<file path="src/encoder_pulse_interval_tracker_macros.svh">
// assertion macros for the encoder pulse interval tracker
// expects clk and rst_n in the scope that uses them
`ifndef ENCODER_PULSE_INTERVAL_TRACKER_MACROS_SVH
`define ENCODER_PULSE_INTERVAL_TRACKER_MACROS_SVH

// same-cycle implication, held off during reset
`define EPT_ASSERT_NOW(lbl, ante, cons, msg) \
  lbl: assert property (@(posedge clk) disable iff (!rst_n) (ante) |-> (cons)) \
    else $error(msg);

// next-cycle implication, held off during reset
`define EPT_ASSERT_NEXT(lbl, ante, cons, msg) \
  lbl: assert property (@(posedge clk) disable iff (!rst_n) (ante) |=> (cons)) \
    else $error(msg);

`endif

</file>
<file path="src/ept_pkg.sv">
// shared types and constants for the encoder pulse interval tracker
// no dependencies
`timescale 1ns / 1ps

package ept_pkg;

  localparam int TS_W       = 64;
  localparam int CNT_W      = 32;
  localparam int TGT_W      = 16;
  localparam int REFR_W     = 20;
  localparam int NUM_CH     = 2;
  localparam int CFG_IDX_W  = 2;
  localparam int CFG_DATA_W = 20;

  typedef logic [TS_W-1:0]   ts_t;
  typedef logic [CNT_W-1:0]  cnt_t;
  typedef logic [TGT_W-1:0]  tgt_t;
  typedef logic [REFR_W-1:0] refr_t;

  typedef enum logic {
    CMD_EDGE    = 1'b0,
    CMD_RESTART = 1'b1
  } cmd_t;

  // configuration register indexes
  localparam logic [CFG_IDX_W-1:0] CFG_IDX_CALIBRATION_ON = 2'd0;
  localparam logic [CFG_IDX_W-1:0] CFG_IDX_TARGET_EDGES   = 2'd1;
  localparam logic [CFG_IDX_W-1:0] CFG_IDX_REFRACTORY_US  = 2'd2;

  localparam refr_t REFRACTORY_RESET = 20'd10000;

  typedef struct packed {
    cmd_t       command;
    logic       channel;
    ts_t        timestamp_us;
  } ept_item_t;

  typedef struct packed {
    logic       calibration_on;
    tgt_t       target_edges;
    refr_t      refractory_us;
  } ept_cfg_t;

  typedef struct packed {
    ts_t  [NUM_CH-1:0] last_time;
    ts_t  [NUM_CH-1:0] sum;
    cnt_t [NUM_CH-1:0] count;
    cnt_t              edge_count;
    ts_t               cal_first;
    ts_t               cal_last;
  } ept_state_t;

  typedef struct packed {
    logic accepted;
    ts_t  interval_us;
    ts_t  channel_sum_us;
    cnt_t channel_count;
    cnt_t edge_count;
    ts_t  cal_start_us;
    ts_t  cal_end_us;
    logic cal_done;
  } ept_result_t;

endpackage

</file>
<file path="src/ept_if.sv">
// valid/ready channel interfaces: edge events in, results out, register writes
// depends on ept_pkg
`timescale 1ns / 1ps

interface ept_in_if;
  import ept_pkg::*;
  logic valid;
  logic ready;
  logic command;
  logic channel;
  ts_t  timestamp_us;

  modport source (output valid, command, channel, timestamp_us, input ready);
  modport sink   (input valid, command, channel, timestamp_us, output ready);
endinterface

interface ept_out_if;
  import ept_pkg::*;
  logic valid;
  logic ready;
  logic accepted;
  ts_t  interval_us;
  ts_t  channel_sum_us;
  cnt_t channel_count;
  cnt_t edge_count;
  ts_t  cal_start_us;
  ts_t  cal_end_us;
  logic cal_done;

  modport source (output valid, accepted, interval_us, channel_sum_us, channel_count,
                  edge_count, cal_start_us, cal_end_us, cal_done, input ready);
  modport sink   (input valid, accepted, interval_us, channel_sum_us, channel_count,
                  edge_count, cal_start_us, cal_end_us, cal_done, output ready);
endinterface

interface ept_cfg_if;
  import ept_pkg::*;
  logic                  valid;
  logic                  ready;
  logic [CFG_IDX_W-1:0]  index;
  logic [CFG_DATA_W-1:0] data;

  modport source (output valid, index, data, input ready);
  modport sink   (input valid, index, data, output ready);
endinterface

</file>
<file path="src/encoder_pulse_interval_tracker.sv">
// top level of the encoder pulse interval tracker: input stage, state, result stage
// depends on ept_pkg, ept_if, ept_update and encoder_pulse_interval_tracker_macros.svh
//
//  channel | dir | beat contents
//  --------+-----+------------------------------------------------------------
//  in_ch   | in  | command, channel, timestamp_us
//  out_ch  | out | accepted, interval_us, channel_sum_us, channel_count,
//          |     | edge_count, cal_start_us, cal_end_us, cal_done
//  cfg_ch  | in  | index, data (register write, always ready)
//
// one beat per cycle while the result is not stalled; each beat goes through the input
// register, then the state update and the result register
// rst_n is synchronous, active low; it clears state and both valid flags and loads config defaults
// a stalled result holds the input stage, which then drops in_ch.ready
`timescale 1ns / 1ps
`include "encoder_pulse_interval_tracker_macros.svh"

module encoder_pulse_interval_tracker (
  input logic    clk,
  input logic    rst_n,
  ept_in_if.sink    in_ch,
  ept_out_if.source out_ch,
  ept_cfg_if.sink   cfg_ch
);
  import ept_pkg::*;

  // input stage
  logic        s1_valid_r, s1_valid_nxt;
  ept_item_t   s1_item_r;
  logic        in_fire;
  logic        s1_fire;

  // configuration registers
  ept_cfg_t    cfg_r, cfg_nxt;

  // tracker state
  ept_state_t  state_r, state_nxt;

  // result stage
  logic        out_valid_r, out_valid_nxt;
  ept_result_t out_res_r, res_nxt;

  // the input stage moves on when the result stage is empty or being drained
  assign s1_fire  = s1_valid_r && (!out_valid_r || out_ch.ready);
  assign in_ch.ready = !s1_valid_r || s1_fire;
  assign in_fire  = in_ch.valid && in_ch.ready;

  assign s1_valid_nxt  = in_fire ? 1'b1 : (s1_fire ? 1'b0 : s1_valid_r);
  assign out_valid_nxt = s1_fire ? 1'b1 : (out_ch.ready ? 1'b0 : out_valid_r);

  always_ff @(posedge clk) begin
    if (!rst_n) begin
      s1_valid_r  <= 1'b0;
      out_valid_r <= 1'b0;
    end else begin
      s1_valid_r  <= s1_valid_nxt;
      out_valid_r <= out_valid_nxt;
    end
  end

  // payload registers, no reset needed
  always_ff @(posedge clk) begin
    if (in_fire) begin
      s1_item_r.command      <= cmd_t'(in_ch.command);
      s1_item_r.channel      <= in_ch.channel;
      s1_item_r.timestamp_us <= in_ch.timestamp_us;
    end
    if (s1_fire) begin
      out_res_r <= res_nxt;
    end
  end

  // register writes; an unknown index is dropped
  assign cfg_ch.ready = 1'b1;

  always_comb begin
    cfg_nxt = cfg_r;
    if (cfg_ch.valid) begin
      case (cfg_ch.index)
        CFG_IDX_CALIBRATION_ON: cfg_nxt.calibration_on = cfg_ch.data[0];
        CFG_IDX_TARGET_EDGES:   cfg_nxt.target_edges   = cfg_ch.data[TGT_W-1:0];
        CFG_IDX_REFRACTORY_US:  cfg_nxt.refractory_us  = cfg_ch.data[REFR_W-1:0];
        default:                cfg_nxt                = cfg_r;
      endcase
    end
  end

  always_ff @(posedge clk) begin
    if (!rst_n) begin
      cfg_r.calibration_on <= 1'b0;
      cfg_r.target_edges   <= '0;
      cfg_r.refractory_us  <= REFRACTORY_RESET;
    end else begin
      cfg_r <= cfg_nxt;
    end
  end

  // debounce, accumulate and calibration counting for the event in the input stage
  ept_update u_update (
    .item   (s1_item_r),
    .cfg    (cfg_r),
    .st     (state_r),
    .st_nxt (state_nxt),
    .res    (res_nxt)
  );

  // state only moves when an event leaves the input stage
  always_ff @(posedge clk) begin
    if (!rst_n) begin
      state_r <= '0;
    end else if (s1_fire) begin
      state_r <= state_nxt;
    end
  end

  // result beat
  assign out_ch.valid          = out_valid_r;
  assign out_ch.accepted       = out_res_r.accepted;
  assign out_ch.interval_us    = out_res_r.interval_us;
  assign out_ch.channel_sum_us = out_res_r.channel_sum_us;
  assign out_ch.channel_count  = out_res_r.channel_count;
  assign out_ch.edge_count     = out_res_r.edge_count;
  assign out_ch.cal_start_us   = out_res_r.cal_start_us;
  assign out_ch.cal_end_us     = out_res_r.cal_end_us;
  assign out_ch.cal_done       = out_res_r.cal_done;

  // checks
  `EPT_ASSERT_NEXT(a_restart_clears, s1_fire && s1_item_r.command == CMD_RESTART, state_r.edge_count == '0 && state_r.count[0] == '0 && state_r.count[1] == '0, "restart did not clear counts")
  `EPT_ASSERT_NEXT(a_cal_edge_step, s1_fire && s1_item_r.command == CMD_EDGE && cfg_r.calibration_on, state_r.edge_count == $past(state_r.edge_count) + CNT_W'(1), "calibration edge count did not step")
  `EPT_ASSERT_NEXT(a_state_holds, !s1_fire, $stable(state_r), "state moved without an event")
  `EPT_ASSERT_NOW(a_debounce, s1_fire && s1_item_r.command == CMD_EDGE && !cfg_r.calibration_on && res_nxt.accepted, res_nxt.interval_us >= TS_W'(cfg_r.refractory_us), "edge accepted inside refractory time")
  `EPT_ASSERT_NEXT(a_stage_holds, s1_valid_r && !s1_fire, s1_valid_r && $stable(s1_item_r), "stalled event lost")

endmodule

</file>
<file path="src/ept_update.sv">
// next-state and result logic for one event against the tracker state
// depends on ept_pkg
`timescale 1ns / 1ps

module ept_update (
  input  ept_pkg::ept_item_t   item,
  input  ept_pkg::ept_cfg_t    cfg,
  input  ept_pkg::ept_state_t  st,
  output ept_pkg::ept_state_t  st_nxt,
  output ept_pkg::ept_result_t res
);
  import ept_pkg::*;

  ts_t  diff;
  logic acc;
  ts_t  interval;

  assign diff = item.timestamp_us - st.last_time[item.channel];

  always_comb begin
    st_nxt   = st;
    acc      = 1'b0;
    interval = '0;
    if (item.command == CMD_RESTART) begin
      for (int i = 0; i < NUM_CH; i++) begin
        st_nxt.sum[i]       = '0;
        st_nxt.count[i]     = '0;
        st_nxt.last_time[i] = item.timestamp_us;
      end
      st_nxt.edge_count = '0;
    end else if (cfg.calibration_on) begin
      // every edge counts, channel ignored
      if (st.edge_count == '0) begin
        st_nxt.cal_first = item.timestamp_us;
      end
      if (st.edge_count == CNT_W'(cfg.target_edges)) begin
        st_nxt.cal_last = item.timestamp_us;
      end
      st_nxt.edge_count = st.edge_count + CNT_W'(1);
      acc               = 1'b1;
    end else begin
      interval = diff;
      if (diff >= TS_W'(cfg.refractory_us)) begin
        st_nxt.last_time[item.channel] = item.timestamp_us;
        st_nxt.sum[item.channel]       = st.sum[item.channel] + diff;
        st_nxt.count[item.channel]     = st.count[item.channel] + CNT_W'(1);
        acc                            = 1'b1;
      end
    end
  end

  always_comb begin
    res.accepted       = acc;
    res.interval_us    = interval;
    res.channel_sum_us = st_nxt.sum[item.channel];
    res.channel_count  = st_nxt.count[item.channel];
    res.edge_count     = st_nxt.edge_count;
    res.cal_start_us   = st_nxt.cal_first;
    res.cal_end_us     = st_nxt.cal_last;
    res.cal_done       = (st_nxt.edge_count > CNT_W'(cfg.target_edges));
  end

endmodule
</file>
<file path="src/flat_wrapper.sv">
// flat-port wrapper written by rule: the top's interface ports become plain ports
module encoder_pulse_interval_tracker_flat import ept_pkg::*;
  (clk, rst_n, in_ch_valid, in_ch_command, in_ch_channel, in_ch_timestamp_us, in_ch_ready, out_ch_valid, out_ch_accepted, out_ch_interval_us, out_ch_channel_sum_us, out_ch_channel_count, out_ch_edge_count, out_ch_cal_start_us, out_ch_cal_end_us, out_ch_cal_done, out_ch_ready, cfg_ch_valid, cfg_ch_index, cfg_ch_data, cfg_ch_ready);
  ept_in_if in_ch_i ();
  ept_out_if out_ch_i ();
  ept_cfg_if cfg_ch_i ();
  input logic clk;
  input logic rst_n;
  input wire logic [$bits(in_ch_i.valid)-1:0] in_ch_valid;
  input wire logic [$bits(in_ch_i.command)-1:0] in_ch_command;
  input wire logic [$bits(in_ch_i.channel)-1:0] in_ch_channel;
  input wire logic [$bits(in_ch_i.timestamp_us)-1:0] in_ch_timestamp_us;
  output wire logic [$bits(in_ch_i.ready)-1:0] in_ch_ready;
  output wire logic [$bits(out_ch_i.valid)-1:0] out_ch_valid;
  output wire logic [$bits(out_ch_i.accepted)-1:0] out_ch_accepted;
  output wire logic [$bits(out_ch_i.interval_us)-1:0] out_ch_interval_us;
  output wire logic [$bits(out_ch_i.channel_sum_us)-1:0] out_ch_channel_sum_us;
  output wire logic [$bits(out_ch_i.channel_count)-1:0] out_ch_channel_count;
  output wire logic [$bits(out_ch_i.edge_count)-1:0] out_ch_edge_count;
  output wire logic [$bits(out_ch_i.cal_start_us)-1:0] out_ch_cal_start_us;
  output wire logic [$bits(out_ch_i.cal_end_us)-1:0] out_ch_cal_end_us;
  output wire logic [$bits(out_ch_i.cal_done)-1:0] out_ch_cal_done;
  input wire logic [$bits(out_ch_i.ready)-1:0] out_ch_ready;
  input wire logic [$bits(cfg_ch_i.valid)-1:0] cfg_ch_valid;
  input wire logic [$bits(cfg_ch_i.index)-1:0] cfg_ch_index;
  input wire logic [$bits(cfg_ch_i.data)-1:0] cfg_ch_data;
  output wire logic [$bits(cfg_ch_i.ready)-1:0] cfg_ch_ready;
  assign in_ch_i.valid = in_ch_valid;
  assign in_ch_i.command = in_ch_command;
  assign in_ch_i.channel = in_ch_channel;
  assign in_ch_i.timestamp_us = in_ch_timestamp_us;
  assign in_ch_ready = in_ch_i.ready;
  assign out_ch_valid = out_ch_i.valid;
  assign out_ch_accepted = out_ch_i.accepted;
  assign out_ch_interval_us = out_ch_i.interval_us;
  assign out_ch_channel_sum_us = out_ch_i.channel_sum_us;
  assign out_ch_channel_count = out_ch_i.channel_count;
  assign out_ch_edge_count = out_ch_i.edge_count;
  assign out_ch_cal_start_us = out_ch_i.cal_start_us;
  assign out_ch_cal_end_us = out_ch_i.cal_end_us;
  assign out_ch_cal_done = out_ch_i.cal_done;
  assign out_ch_i.ready = out_ch_ready;
  assign cfg_ch_i.valid = cfg_ch_valid;
  assign cfg_ch_i.index = cfg_ch_index;
  assign cfg_ch_i.data = cfg_ch_data;
  assign cfg_ch_ready = cfg_ch_i.ready;
  encoder_pulse_interval_tracker u_core (.clk(clk), .rst_n(rst_n), .in_ch(in_ch_i), .out_ch(out_ch_i), .cfg_ch(cfg_ch_i));
endmodule
</file>
<file path="config.mk">
export PLATFORM = sky130hd
export DESIGN_NAME = encoder_pulse_interval_tracker_flat
export DESIGN_NICKNAME = d
export VERILOG_FILES = /design/src/ept_pkg.sv /design/src/ept_if.sv /design/src/encoder_pulse_interval_tracker.sv /design/src/ept_update.sv /design/src/flat_wrapper.sv
export VERILOG_INCLUDE_DIRS = /design/src /design/src/src
export SDC_FILE = /design/constraint.sdc
export NUM_CORES = 2
export LEC_CHECK = 0
export BUFFER_PORTS_ARGS = -buffer_cell sky130_fd_sc_hd__clkbuf_2
export CORE_AREA = 2 2 393 395
export CTS_CLUSTER_DIAMETER = 200
export DETAILED_ROUTE_END_ITERATION = 7
export DIE_AREA = 0 0 395 397
export PLACE_DENSITY = 0.44
export SLEW_MARGIN = 25
export SYNTH_ARGS = -nofsm -noshare
export SYNTH_HDL_FRONTEND = slang
export SYNTH_SLANG_ARGS = --single-unit
</file>
<file path="constraint.sdc">
create_clock -name clk -period 13.2 [get_ports clk]
set_input_delay 0.66 -clock clk [delete_from_list [all_inputs] [get_ports clk]]
set_output_delay 0.66 -clock clk [all_outputs]
set_load 0.02 [all_outputs]
</file>
==> reports/results.ini <==
[outcome]
status=finished, final reports clean

[flow_run]
max_cap_violations=0

[sta]
setup_viol=0
drv_slew=0
finClkSkew_ps=51.8
setup-tns-final_ps=0
fmax_ghz=0.106
rsz0062_at_grt=false
final-hold-violation-count=0
fin_crit_sh=0.717
worst-slew-pin-transition_ps=1050
relSlewSlack=0.300
layout_min_cycle_time_ps=9460

[logic_synthesis]
yosys.area.top_type_share=0.256
synth-seq-cells=907
synth_fp_nets=5103
yosysSeqAreaShare=0.484
ys.warnings.count=0
synth_cell_types=96
avgSynthCellArea_um2=9.41
postSynth.asyncResetShare=0
yosysTopAreaCell=edfxtp_1
netlist_area_um2=45600
synthCells=4841
synthTopCellsByArea=edfxtp_1 26%, dfxtp_1 23%, nand2_1 5.6%
synth_flop_cell=dfxtp_1
synth_edf_count=388

[floorplanning]
num_rows=144
die-height_um=397
core_um2=153000
die_area_um2=157000
start_util=0.298
pin_count=418
fp.dieW_um=395

[clocking]
clock-sinks=907
clockBufferDepth=3
cts.repair.resized=0
clkTransAtPathRegs_ps=60
clock-root-buffer=clkbuf_16
cts_tree=built
hold_buffers=0
clk_latency_ps=740
htree_levels=3
cts_buffers=108
post_cts_buffers=0

[setup_path]
r2r_slack_ps=3740
path_buf_inv=3
critPathTopFamily=simple AND/OR/NAND/NOR gates
critPathMaxStageDelay_ps=810
end_kind=flop
path_class=reg2reg
worstPathArrival_ps=10080
critPathMaxFanout=126
start_kind=flop
slowest_stage=nor4_1
timing.rr.start=u_core.s1_item_r[64]
required_ps=13830
timing.rr.end=u_core.state_r[278]
crit_top_cell=buf_12
critPathLaunch=u_core.s1_item_r[64]
r2r_cells=26

[detailed_routing]
wl_per_cell_um=21.0
drc_errors=0
drt_iter0_drc=2474
vias_per_cell=5.05
postRouteAntennaNets=0
routed_wl_mm=153
dr.pass1.iters=5
route.vias.total=36700

[place]
dp_hpwl_mm=104
io_buffers=416
gp_congestion=0.851

[finish]
area_delta_synth_final_pct=16.7
multi_input_area_um2=21900
final_util=0.348
finalNetCount=5390
n_fill_cell=15697
mostFrequentLayoutCell=nand2_1
layout_common_cells=685 x nand2_1, 571 x nor2_1, 519 x dfxtp_1, 440 x a21oi_1, 416 x clkbuf_2
drive_above_1_share=0.166
regArea_um2=22000

[global_route]
grt_max_degree=160
grt_pass1_vias=34495
grt_pass1_wl_mm=227
grtUsageTotal=0.187
antenna_found_initial=5
gr-total-overflow=0

[power_and_ir_drop]
leakage_nw=20.8
swShare=0.297
power.switching_mw=2.24
intPower_mw=5.32
power.share.clock=0.409
combPwrFrac=0.175
power_density_nw_per_um2=142
fin_total_pwr_mw=7.56
ir_worst_vdd_mv=0.0982
seqPwrFrac=0.416

[hold_path]
holdCritPathClass=in2reg
min_from=in_ch_timestamp_us[32]
min_to=u_core.s1_item_r[32]
holdPathStages=1

## how the worst max path moves through the flow
| stage | endpoint | slack [ps] | cells past startpoint |
|---|---|---|---|
| floorplan | u_core.out_ch.accepted | 2150 | 6 |
| global placement | u_core.state_r[376] | 3870 | 26 |
| detailed placement | u_core.state_r[411] | 3890 | 26 |
| CTS | u_core.state_r[402] | 3860 | 26 |
| global route | u_core.state_r[409] | 3220 | 26 |
| finish | u_core.state_r[278] | 3740 | 26 |
## logic make-up (layout without fill, tap and decap cells)
logic type	Yosys count	after routing	share of synthesized area
AOI/OAI and AO/OA	1048	1048	0.146
and+or+nand+nor	1813	1813	0.176
DFF	907	907	0.484
muxes	288	288	0.0682
adders and majority gates	169	169	0.0467
xor gates and xnor gates	211	211	0.0421
buffers and inverters	404	786	0.0375
other	1	2	0.0000823
## per-layer routing
metal	track usage	vias up	wire, µm
li1	-	17818	-
met5	0	-	0
met2	0.295	839	69300
met3	0.0343	168	7770
met1	0.263	17875	72300
met4	0.0513	0	3330
## layout make-up
cell class | count | area share
multi-input combinational | 3530 | 0.412
inverter | 116 | 0.00847
tap | 2044 | 0.0481
timing repair buffer | 465 | 0.0484
clock buffer | 148 | 0.0569
antenna | 1 | 0.0000471
sequential | 907 | 0.414
clock inverter | 57 | 0.0118
## through the flow
step / worst slack [ps] / hold WS (ps) / area (µm²) / cells
6_report: 3740 / 92.9 / 53200 / 7268
5_1_grt: 3220 / 41.1 / 53200 / 7267
4_1_cts: 3860 / 9.90 / 53200 / 7266
3_5_place_dp: 3890 / 443 / 49500 / 7061
3_3_place_gp: 3870 / 437 / 49400 / 7059
2_1_floorplan: 2150 / 428 / 45600 / 4841
## power groups by stage
stage / logic (mW) / registers [mW] / clock network, mW
floorplan: 0.792 / 3.27 / 0
global placement: 1.32 / 3.21 / 0
detailed placement: 1.32 / 3.21 / 0
CTS: 1.33 / 3.15 / 3.19
global route: 1.44 / 3.16 / 3.29
finish: 1.32 / 3.14 / 3.09
## cell usage after synthesis (all sizes together), types with 29 or more instances
cell type	instances
nand2b	35
nand4	38
mux2i	107
a21o	79
ha	167
buf	80
a21oi	441
or3	35
a31oi	36
inv	114
clkbuf	208
xor2	106
nor4	29
nand2	686
nand3	70
o21ai	126
nor2	574
dfxtp	519
and2	63
edfxtp	388
mux2	181
and3	41
nor3	161
a22oi	130
xnor2	100
## worst register-to-register path, stage by stage (launching register included)
cell and delay [ps]:
edfxtp_1 370, buf_12 340, mux2_2 640, ha_1 220
fa_1 440, nand2b_1 190, a21oi_1 240, o2111ai_1 180
a21boi_0 310, or4b_1 280, nand2_1 90, xnor2_1 730
ha_1 390, nor2b_1 130, o21ai_0 160, nand3_1 100
a21oi_1 200, o21bai_1 210, or4_1 500, nor4_1 810
nand4_1 410, o21bai_4 290, buf_12 410, o31a_4 880
buf_12 490, a22oi_1 240, nor2_1 130
## registers in the layout (all words and copies together) (netlist names)
signal	cells
u_core.cfg_r	37
u_core.out_ch.edge_count	32
u_core.out_ch.cal_done	1
u_core.out_ch.interval_us	64
u_core.state_r	480
u_core.out_ch.accepted	1
u_core.s1_valid_r	1
u_core.out_ch.cal_start_us	64
u_core.out_ch.channel_count	32
u_core.out_ch.cal_end_us	64
u_core.out_ch.channel_sum_us	64
u_core.out_ch.valid	1
u_core.s1_item_r	66
(Power assumes the default switching activity.)
